==> config.mk <==
export PLATFORM = sky130hd
export DESIGN_NAME = bbsre_mod_unit
export DESIGN_NICKNAME = d
export VERILOG_FILES = /design/src/hw/rtl/bbsre_pkg.sv /design/src/hw/rtl/bbsre_mod_unit.sv
export SDC_FILE = /design/constraint.sdc
export NUM_CORES = 1
export LEC_CHECK = 0
export BUFFER_PORTS_ARGS = -buffer_cell sky130_fd_sc_hd__buf_4
export CAP_MARGIN = 20
export CORE_ASPECT_RATIO = 1.1
export CORE_MARGIN = 3
export CORE_UTILIZATION = 59
export CTS_CLUSTER_SIZE = 30
export DETAILED_ROUTE_END_ITERATION = 6
export PLACE_DENSITY = 0.84
export SLEW_MARGIN = 5
export SYNTH_ARGS = -nofsm -noshare
export SYNTH_HDL_FRONTEND = slang
export SYNTH_SLANG_ARGS = --single-unit
export TNS_END_PERCENT = 50
==> constraint.sdc <==
create_clock -name i_clk -period 4.1 [get_ports i_clk]
set_input_delay 0.82 -clock i_clk [delete_from_list [all_inputs] [get_ports i_clk]]
set_output_delay 0.82 -clock i_clk [all_outputs]
set_load 0.005 [all_outputs]
==> src/hw/rtl/bbsre_pkg.sv <==
// Shared constants and types for the byte buffer shift/rotate engine.
package bbsre_pkg;

    localparam int MAX_BYTES_DEF = 256;
    localparam int LEN_W         = 9;
    localparam int AMT_W         = 16;
    localparam int BYTE_W        = 8;
    localparam int IDX_W         = 8;
    localparam int CFG_IDX_W     = 2;

    typedef enum logic [3:0] {
        OP_WRITE = 4'd0,
        OP_READ  = 4'd1,
        OP_SHL   = 4'd2,
        OP_SHR   = 4'd3,
        OP_ROTL  = 4'd4,
        OP_ROTR  = 4'd5,
        OP_ALL   = 4'd6,
        OP_ANY   = 4'd7,
        OP_NONE  = 4'd8
    } t_op;

    typedef enum logic [CFG_IDX_W-1:0] {
        CFG_LENGTH     = 2'd0,
        CFG_ENDIAN_BIG = 2'd1,
        CFG_ORDER_IND  = 2'd2
    } t_cfg_idx;

    typedef struct packed {
        logic             done;
        logic [LEN_W-1:0] rem;
    } t_mod_res;

endpackage

==> src/hw/rtl/bbsre_mod_unit.sv <==
// Bit-serial remainder unit: dividend modulo divisor, one quotient bit per cycle.
module bbsre_mod_unit (
    input  logic                                i_clk,
    input  logic                                i_rst_n,
    input  logic                                i_start,
    input  logic [bbsre_pkg::AMT_W-1:0]         i_dividend,
    input  logic [bbsre_pkg::LEN_W-1:0]         i_divisor,
    output bbsre_pkg::t_mod_res                 o_res
);

    localparam int AW = bbsre_pkg::AMT_W;
    localparam int LW = bbsre_pkg::LEN_W;
    localparam int BW = $clog2(AW);

    logic          r_busy, n_busy;
    logic          r_done, n_done;
    logic [BW-1:0] r_bit, n_bit;
    logic [AW-1:0] r_dvd, n_dvd;
    logic [LW-1:0] r_dvs, n_dvs;
    logic [LW-1:0] r_rem, n_rem;

    logic [LW:0]   w_sh;
    logic          w_ge;
    logic [LW-1:0] w_next;

    always_comb begin
        w_sh   = {r_rem, r_dvd[AW-1]};
        w_ge   = w_sh >= {1'b0, r_dvs};
        w_next = w_ge ? LW'(w_sh - {1'b0, r_dvs}) : w_sh[LW-1:0];
    end

    always_comb begin
        n_busy = r_busy;
        n_done = 1'b0;
        n_bit  = r_bit;
        n_dvd  = r_dvd;
        n_dvs  = r_dvs;
        n_rem  = r_rem;
        if (i_start) begin
            n_busy = 1'b1;
            n_bit  = '0;
            n_dvd  = i_dividend;
            n_dvs  = i_divisor;
            n_rem  = '0;
        end else if (r_busy) begin
            n_rem = w_next;
            n_dvd = {r_dvd[AW-2:0], 1'b0};
            n_bit = r_bit + BW'(1);
            if (r_bit == BW'(AW - 1)) begin
                n_busy = 1'b0;
                n_done = 1'b1;
            end
        end
    end

    always_ff @(posedge i_clk) begin
        if (!i_rst_n) begin
            r_busy <= 1'b0;
            r_done <= 1'b0;
        end else begin
            r_busy <= n_busy;
            r_done <= n_done;
        end
    end

    always_ff @(posedge i_clk) begin
        r_bit <= n_bit;
        r_dvd <= n_dvd;
        r_dvs <= n_dvs;
        r_rem <= n_rem;
    end

    assign o_res.done = r_done;
    assign o_res.rem  = r_rem;

endmodule

==> reports/results.txt, run 1 <==
GPL Wtd Cong -> 0.871
Final Setup Violations -> 0
post-DR vias/cell -> 5.60
Mapped Area -> 2080 um^2
# DRC -> 0
DR pass1 iterations -> 4
Tot Pwr -> 910 uW
register area share after synthesis -> 0.505
area growth from synthesis to layout -> 16.8%
DR WL/cell -> 15.2 um
proportion of layout cells with a drive suffix above 1 -> 0.307
Synth top area share -> 0.361
Rows -> 21
n_diodes -> 0
Fin Setup TNS -> 0 ps
RSZ-0062 raised after global routing -> false
cell area after layout -> 2430 um^2
final std cells w/o fill -> 261
Slew Limit Headroom -> 0.452
initial antenna violation count -> 0
Inst Count DP -> 253
final worst path period share -> 0.634
WP data required -> 4360 ps
worst-path fanout max -> 7
Sink Count -> 40
largest net degree at the start of global routing -> 42
global-route wire length before repair -> 6480 um
startpoint types -> flip-flop
Worst-path clk slew -> 120 ps
LEAKAGE -> 1.01 nW
CTS buffer count -> 5
Critical Path End Type -> flip-flop
Synthesis Warnings -> 0
Synth cell types -> 40
final slew viol count -> 0
final hold viol count -> 0
CTS Hold Buffers Added -> 0
Min Clock Period, post-route -> 2600 ps
Die Width -> 62.6 um
global route overflow -> 0
HPWL after DPL -> 2960 um
Critical Path AT -> 2860 ps
die area -> 4270 um^2
worst-case clock buffer depth -> 2
maximum clock rate -> 385 MHz
Core Area -> 3210 um^2
synth top area cells -> edfxtp_1, dfxtp_1, mux2_2
# IOs -> 38
Setup Buffers After CTS -> 0
Die Height -> 68.3 um
Max Cap Viol -> 0
Starting Density -> 0.649
Final nets -> 253
#FFs+latches synth -> 40
PortBufs -> 37
vias in the first global route -> 1,454
Total GRT Usage -> 0.201
critical path class -> reg2reg
H-tree Lvls -> 2
Mapped Avg Cell Area -> 11.6 um^2
syn_nets -> 218
Iteration-0 DRC Markers -> 61
Vias -> 1,461
Root Driver -> clkbuf_4
worst skew pair latency -> 350 ps
CTS tree -> yes
placed inst area -> 2370 um^2
Pwr Density -> 375 nW/um^2
Cells after Synth -> 179
pre-CTS setup slack -> 1540 ps
Peak VDD IR -> 265 uV
hold crit path type -> reg2reg
post-cts resize count -> 0
antenna violation net count after detailed routing -> 0
worst setup margin -> 1500 ps
clk_skew -> 16.3 ps
Post-Route WL -> 3970 um
status -> finished clean
top cell type by total area after synthesis -> edfxtp_1
worst slew pin tran -> 821 ps
critical path, cell delays in order (launching register included):
cell      delay (ps)
edfxtp_1         400
inv_1             70
ha_1             170
inv_1             60
fa_1             400
a211oi_1         420
o21a_1           290
o211ai_2         240
mux2i_1          200
a211oi_1         250
final cells by class:
type	instances	area (um^2)
Sequential cell	40	1050
Fill cell	249	777
Clock inverter	2	12.5
Clock buffer	6	41.3
Inverter	11	41.3
Timing Repair Buffer	37	278
Tap cell	46	57.6
Multi-Input combinational cell	119	947
synth_stat cells (all sizes together):
library cell	n
mux2	16
edfxtp	25
or2	1
a21o	1
clkbuf	5
a311oi	4
xor2	5
and2	2
o21a	1
dfxtp	15
o31ai	2
and4b	1
ha	10
a21oi	7
o211ai	5
nand3b	2
nand4	1
o211a	2
buf	4
xnor2	2
o2111ai	1
nand2	8
nand3	4
o21ai	1
nand4b	3
mux2i	7
or3	2
fa	1
nor2b	1
a211oi	7
inv	11
nor2	19
nand2b	3
report_power, final:
group	leakage (nW)	internal [mW]	switching, mW
clock	0.0282	0.0662	0.125
sequential	0.373	0.467	0.0233
combinational	0.612	0.111	0.117
total	1.01	0.644	0.265
state kept, by name, summed over array words and instances (netlist names):
signal and flops:
r_busy 1, r_bit 4, r_rem 9, r_dvd 16, r_done 1, r_dvs 9
through the flow:
stage	hold slack (ps)	util
2_1_floorplan	475	-
3_3_place_gp	491	0.741
3_5_place_dp	513	0.741
4_1_cts	526	0.758
5_1_grt	568	0.758
6_report	524	0.758
worst paths after layout:
path / cells after the start / from / endpoint / slack [ps]
max: 9 / r_dvd[15]$_DFFE_PP_ / r_rem[6]$_SDFFE_PP0P_ / 1500
min: 2 / r_rem[5]$_SDFFE_PP0P_ / r_rem[5]$_SDFFE_PP0P_ / 520
max reg2reg: 9 / r_dvd[15]$_DFFE_PP_ / r_rem[6]$_SDFFE_PP0P_ / 1500
min reg2reg: 2 / r_rem[5]$_SDFFE_PP0P_ / r_rem[5]$_SDFFE_PP0P_ / 520
layout by cell type (no fill, tap or decap), drive strengths merged, types with 2 or more instances in the layout:
master	n
buf	37
edfxtp	25
nor2	19
mux2	16
dfxtp	15
inv	11
ha	10
nand2	8
a21oi	7
mux2i	7
a211oi	7
clkbuf	6
xor2	5
o211ai	5
nand3	4
a311oi	4
nand2b	3
nand4b	3
nand3b	2
o31ai	2
xnor2	2
and2	2
or3	2
o211a	2
cell families after synthesis:
group,share of synthesized area
AO/OA/AOI/OAI,0.113
XOR/XNOR,0.0295
adder cells (fa/ha/maj),0.0698
buffers and inverters,0.0391
flip-flops,0.505
multiplexers,0.120
AND/OR/NAND/NOR,0.123
layer usage:
metal  wire length (um)  global-route usage
met1               1700               0.225
met2               2020               0.364
met3                183              0.0608
met4                 59              0.0826
met5                  0                   0
Power figures use the tool's default switching activity.
==> run 2, diff against run 1 <==
ABC_AREA = 1   (was default)
CORE_UTILIZATION = 55   (was 59)
PLACE_DENSITY = 0.79   (was 0.84)
clock period = 2.6 ns   (was 4.1 ns; I/O delays follow)
==> run 2 against run 1 <==
  * The run now ends with design-rule violations left
  * Clock power is 100% higher
  * Global-route usage is 2.0 points lower
  * First-iteration DRC count is 110% higher
  * Fmax is 38% higher
  * Routed wire length is 3.1% higher
  * Area after synthesis is 4.0% higher
  * Die area is 10% higher
  * Non-clock buffer count stayed put
  * Via count is 19% higher
  * Clock skew is 5.2 ps lower
  * Largest cell class unchanged
  * Largest power group unchanged
==> reports/results.txt, run 2 <==
hold crit path type -> in2reg
worst-path fanout max -> 10 (+3)
final slew viol count -> 0 (unchanged)
Min Clock Period, post-route -> 1890 ps (-710 ps)
PortBufs -> 37 (unchanged)
worst skew pair latency -> 290 ps (-60 ps)
Async SR Flop Fraction -> 0 (unchanged)
Slowest-stage cell, CP -> fa_1
Int Pwr -> 1.00 mW (+55%)
critical path buffer and inverter count -> 2 (unchanged)
Post-Route WL -> 4090 um (+3.1%)
Max Cap Viol -> 0 (unchanged)
Fin Setup TNS -> 0 ps (unchanged)
Peak VDD IR -> 389 uV (+47%)
number of flip-flops in the largest register -> 16 (unchanged)
Total GRT Usage -> 0.181 (-0.0204)
status -> finished with violations
proportion of layout cells with a drive suffix above 1 -> 0.162 (-0.145)
die area -> 4720 um^2 (+10%)
Setup Buffers After CTS -> 0 (unchanged)
startpoint types -> flip-flop
final hold viol count -> 0 (unchanged)
max incr delay on CP -> 430 ps (about the same)
#FFs+latches synth -> 40 (unchanged)
CTS buffer count -> 5 (unchanged)
biggest regs -> r_dvd: 16 flops, r_dvs: 9 flops, r_rem: 9 flops
Synth top area share -> 0.347 (-0.0138)
syn_nets -> 310 (+42%)
post-DR vias/cell -> 4.86 (-13%)
Synth cell types -> 27 (-33%)
Die Width -> 65.8 um (+5.1%)
Largest Register -> r_dvd
global route overflow -> 0 (unchanged)
Iteration-0 DRC Markers -> 130 (+110%)
Synth Flop Type -> edfxtp_1
Core Area -> 3710 um^2 (+16%)
Worst-path clk slew -> 70 ps (-50 ps)
initial antenna violation count -> 0 (unchanged)
crit path cell chain -> inv_1, ha_1, inv_1, fa_1, nand4_1, nand2_1, nand2_4, nand2_8, nand2_1, nand3_1, nand2_1
WP data required -> 2830 ps (-1530 ps)
# IOs -> 38 (unchanged)
origin of the worst min-delay path -> i_divisor[8]
failing checks -> design-rule violations
Sw Ratio -> 0.254 (-0.0377)
Rows -> 23 (+9.5%)
CTS tree -> yes
n_diodes -> 0 (unchanged)
cell mode on critical path -> nand2_1
largest net degree at the start of global routing -> 30 (-29%)
Slew Limit Headroom -> 0.553 (+0.101)
Starting Density -> 0.582 (-0.0663)
antenna violation net count after detailed routing -> 0 (unchanged)
Seq pwr share -> 0.556 (+0.017)
HPWL after DPL -> 3110 um (+5.1%)
clk_skew -> 11.0 ps (-5.22 ps)
register area share after synthesis -> 0.486 (-0.0193)
Crit Reg-Reg Endpoint -> r_rem[7]$_SDFFE_PP0P_
final worst path period share -> 0.726 (+0.0925)
Mapped Area -> 2160 um^2 (+4.0%)
Vias -> 1,743 (+19%)
most frequent cells in the layout -> nand2_1, inv_1, buf_4
clock share of power -> 0.291 (+0.080)
count leader, synth -> nand2_1
number of synthesized flops with an enable pin -> 25 (unchanged)
crit-path leading delay family -> simple AND/OR/NAND/NOR gates
DR pass1 iterations -> 7 (+3)
Pwr Density -> 528 nW/um^2 (+41%)
global-route wire length before repair -> 6530 um (+0.85%)
post-cts resize count -> 0 (unchanged)
critical path class -> reg2reg
sw power -> 341 uW (+28%)
maximum clock rate -> 530 MHz (+38%)
# DRC -> 1 (+1)
Root Driver -> clkbuf_8
RSZ-0062 raised after global routing -> false
worst setup margin -> 712 ps (-790 ps)
top cell type by total area after synthesis -> edfxtp_1
Critical Path End Type -> flip-flop
commonest non-fill, non-tap cell in the layout -> nand2_1
LEAKAGE -> 1.35 nW (+33%)
worst reg2reg path depth -> 11 (+2)
Reg-to-Reg Start -> r_dvd[15]$_DFFE_PP_
Critical Path AT -> 2120 ps (-740 ps)
hold depth -> 1 (-1)
GPL Wtd Cong -> 0.855 (-1.8%)
CTS Hold Buffers Added -> 0 (unchanged)
DR WL/cell -> 11.4 um (-25%)
pre-CTS setup slack -> 432 ps (-1110 ps)
Synthesis Warnings -> 0 (unchanged)
Cells after Synth -> 271 (+51%)
Gate power share -> 0.153 (-0.097)
H-tree Lvls -> 2 (unchanged)
Sink Count -> 40 (unchanged)
commonest cells in the netlist -> nand2_1, inv_1, nand3_1
worst slew pin tran -> 668 ps (-153 ps)
synth top area cells -> edfxtp_1, nand2_1, dfxtp_1
R2R setup slack -> 710 ps (-790 ps)
Final nets -> 347 (+37%)
area growth from synthesis to layout -> 17.5%
Mapped Avg Cell Area -> 7.98 um^2 (-31%)
worst-case clock buffer depth -> 2 (unchanged)
Die Height -> 71.8 um (+5.1%)
Final Setup Violations -> 0 (unchanged)
vias in the first global route -> 1,537 (+5.7%)
FILL cells -> 322 (+29%)
Worst Hold Path EP -> r_dvs[8]$_DFFE_PP_
==> run 2: cell types whose count changed after synthesis, moves of 5 or more <==
cell,delta
xor2_1,-5
mux2i_1,-7
nor2_1,-9
inv_1,+28
a211oi_1,-7
nand3_1,+24
nand2_1,+105
mux2_2,-16
==> run 2: worst register-to-register path, delay by kind of cell (launching register included) <==
family / cells / cell delay, ps
buffers and inverters: 2 / 170
and+or+nand+nor: 7 / 730
DFF: 1 / 360
adders and majority gates: 2 / 580
==> run 2: through the flow <==
stage	instance area (um^2)	total power, mW	hold slack (ps)	cells	util
2_1_floorplan	2160	0.893	459	271	-
3_3_place_gp	2460	0.957	483	351	0.662
3_5_place_dp	2460	0.966	486	351	0.662
4_1_cts	2540	1.35	402	359	0.685
5_1_grt	2540	1.41	396	359	0.685
6_report	2540	1.34	412	359	0.685
==> run 2: power by group through the flow <==
stage          registers (mW)  logic (mW)  clock network, mW
2_1_floorplan           0.754       0.139                  0
3_3_place_gp            0.757       0.199                  0
3_5_place_dp            0.760       0.206                  0
4_1_cts                 0.745       0.207              0.401
5_1_grt                 0.750       0.231              0.427
6_report                0.746       0.206              0.391
==> run 2: logic make-up (layout without fill, tap and decap cells) <==
kind of cell,count (synthesis),in the layout,synth area share
AO/OA/AOI/OAI,9,9,0.0249
adder cells (fa/ha/maj),11,11,0.0671
XOR/XNOR,3,3,0.0122
flip-flops,40,40,0.486
buffers and inverters,47,85,0.0909
AND/OR/NAND/NOR,161,161,0.319
==> run 2: area by class of cell <==
type                       instances  area (um^2)  share of cell area
clock inverter                     2         12.5             0.00492
timing repair buffer              37          278               0.109
inverter                          40          150              0.0591
multi-input combinational        184          915               0.360
tap                               50         62.6              0.0246
clock buffer                       6         72.6              0.0286
sequential                        40         1050               0.414
==> run 2: per-layer routing <==
metal	global-route usage	share of wire	vias to the layer above
met2	0.298	0.48	36
met1	0.236	0.46	776
met3	0.0455	0.045	5
li1	-	-	926
met5	0	0	-
met4	0.0484	0.0081	0
==> run 2: worst max path at each step <==
stage / slack [ps] / end / from / depth (start not counted)
6_report: 710 / r_rem[7]$_SDFFE_PP0P_ / r_dvd[15]$_DFFE_PP_ / 11
5_1_grt: 540 / r_rem[7]$_SDFFE_PP0P_ / r_dvd[15]$_DFFE_PP_ / 11
4_1_cts: 700 / r_rem[2]$_SDFFE_PP0P_ / r_dvd[15]$_DFFE_PP_ / 11
2_1_floorplan: 930 / r_rem[0]$_SDFFE_PP0P_ / r_dvd[15]$_DFFE_PP_ / 10
3_5_place_dp: 430 / r_dvd[5]$_DFFE_PP_ / i_start / 3
3_3_place_gp: 540 / r_dvd[6]$_DFFE_PP_ / i_start / 3
==> run 3, diff against run 2 <==
ABC_AREA = 0   (was 1)
clock period = 1.95 ns   (was 2.6 ns; I/O delays follow)
==> run 3 against run 2 <==
  * The flow finishes with violations (negative setup slack)
  * Fmax decreased by 21%
  * Cell count decreased by 18%
  * Clock power increased by 15%
  * Sequential cell count unchanged
  * Global-route usage increased by 4.3 points
  * Die area decreased by 3.5%
  * Utilization increased by 11 points
  * Largest cell class unchanged
==> reports/results.txt, run 3 (same netlist as run 1, synthesis figures left out) <==
status -> finished with violations
failing checks -> negative setup slack
Peak VDD IR -> 525 uV (+35%)
Root Driver -> clkbuf_4
die area -> 4560 um^2 (-3.5%)
PortBufs -> 37 (unchanged)
final std cells w/o fill -> 293 (-18%)
Slowest-stage cell, CP -> edfxtp_1
biggest regs -> r_dvd: 16 flops, r_dvs: 9 flops, r_rem: 9 flops
CTS tree -> yes
LEAKAGE -> 1.17 nW (-13%)
worst-path fanout max -> 4 (-6)
Die Height -> 70.5 um (-1.8%)
Worst Setup SP -> r_dvd[15]$_DFFE_PP_
final slew viol count -> 0 (unchanged)
global-route wire length before repair -> 7750 um (+19%)
RSZ-0062 raised after global routing -> true
Rows -> 22 (-4.3%)
H-tree Lvls -> 2 (unchanged)
Inst Count DP -> 280 (-20%)
worst-case clock buffer depth -> 2 (unchanged)
Pwr Density -> 782 nW/um^2 (+48%)
worst setup margin -> -435 ps (-1150 ps)
Sink Count -> 40 (unchanged)
Vias -> 1,630 (-6.5%)
HPWL after DPL -> 3310 um (+6.5%)
Critical Path AT -> 2670 ps (+550 ps)
WP data required -> 2240 ps (-590 ps)
startpoint types -> flip-flop
crit-path leading delay family -> compound AO/OA/AOI/OAI gates
# DRC -> 0 (-1)
origin of the worst min-delay path -> i_divisor[2]
final hold viol count -> 0 (unchanged)
DR WL/cell -> 16.2 um (+42%)
GPL Wtd Cong -> 0.819 (-4.2%)
placed inst area -> 2610 um^2 (+6.4%)
pre-CTS setup slack -> -444 ps (-876 ps)
worst skew pair latency -> 360 ps (+70 ps)
DR pass1 iterations -> 4 (-3)
Core Area -> 3470 um^2 (-6.6%)
Hold WS -> 210 ps (-201 ps)
Worst-path clk slew -> 130 ps (+60 ps)
Iteration-0 DRC Markers -> 139 (+6.9%)
maximum clock rate -> 419 MHz (-21%)
worst reg2reg path depth -> 9 (-2)
Critical Path End Type -> flip-flop
critical path class -> reg2reg
crit path cell chain -> inv_1, ha_2, inv_2, fa_2, a211oi_4, o211ai_1, o211a_1, or3_1, a311oi_2
Total GRT Usage -> 0.223 (+0.0427)
hold depth -> 1 (unchanged)
antenna violation net count after detailed routing -> 0 (unchanged)
Post-Route WL -> 4730 um (+16%)
n_diodes -> 0 (unchanged)
final worst path period share -> 1.22 (+0.497)
vias in the first global route -> 1,690 (+10%)
Worst path depth -> 9 (-2)
Largest Register -> r_dvd
Min Clock Period, post-route -> 2380 ps (+497 ps)
most frequent cells in the layout -> buf_4, edfxtp_1, nor2_1
number of flip-flops in the largest register -> 16 (unchanged)
Final nets -> 283 (-18%)
max incr delay on CP -> 430 ps (about the same)
global route overflow -> 0 (unchanged)
# IOs -> 38 (unchanged)
Die Width -> 64.6 um (-1.8%)
clk_skew -> 15.1 ps (+4.02 ps)
commonest non-fill, non-tap cell in the layout -> buf_4
worst slew pin tran -> 392 ps (-276 ps)
proportion of layout cells with a drive suffix above 1 -> 0.433 (+0.271)
CTS buffer count -> 5 (unchanged)
Max Cap Viol -> 0 (unchanged)
Reg-to-Reg Start -> r_dvd[15]$_DFFE_PP_
Slew Limit Headroom -> 0.739 (+0.186)
area growth from synthesis to layout -> 32.5%
critical path buffer and inverter count -> 2 (unchanged)
post-DR vias/cell -> 5.56 (+15%)
Final Setup Violations -> 9 (+9)
CTS Hold Buffers Added -> 0 (unchanged)
cell area after layout -> 2760 um^2 (+8.4%)
largest net degree at the start of global routing -> 24 (-20%)
initial antenna violation count -> 0 (unchanged)
Fin Setup TNS -> -3670 ps (-3670 ps)
hold crit path type -> in2reg
Starting Density -> 0.600 (+0.0172)
[run 3: cell count changes in the layout (fill, tap and decap cells not counted), sizes merged, moves of 8 or more]
cell / change
nor2: +8
nand3: -24
mux2: +16
buf: +30
nand2: -108
inv: -28
[run 3: area by class of cell]
type,instances,area [um^2]
Sequential cell,40,1050
Multi-Input combinational cell,119,1030
Fill cell,250,713
Timing Repair Buffer,67,507
Tap cell,48,60.1
Clock buffer,7,55.1
Inverter,11,41.3
Clock inverter,1,7.51
[run 3: stage by stage]
step / total power, mW / util
after floorplan: 1.40 / -
after global placement: 1.62 / 0.754
after detailed placement: 1.65 / 0.754
after CTS: 2.12 / 0.779
after global routing: 2.26 / 0.794
final: 2.16 / 0.794
[run 3: path summary, 6_finish.rpt]
path | slack [ps] | to
max reg2reg | -430 | r_rem[8]$_SDFFE_PP0P_
min reg2reg | 530 | r_done$_SDFF_PP0_
max | -430 | r_rem[8]$_SDFFE_PP0P_
min | 210 | r_dvs[2]$_DFFE_PP_
[run 3: routing by layer]
layer	vias to the layer above	global-route usage	wire [um]
met3	13	0.0466	213
met4	0	0.115	136
met1	774	0.275	2010
met2	54	0.366	2380
met5	-	0	0
li1	789	-	-
[run 3: repair_timing]
item,in CTS,in global routing
gates resized for setup,4,5
pin swaps,11,3
endpoints found under the setup margin,9,9
setup buffers,2,3
[run 3: power by group]
group,switching [mW],internal (mW)
registers,0.0347,0.983
logic,0.324,0.364
clock network,0.274,0.177
total,0.633,1.52
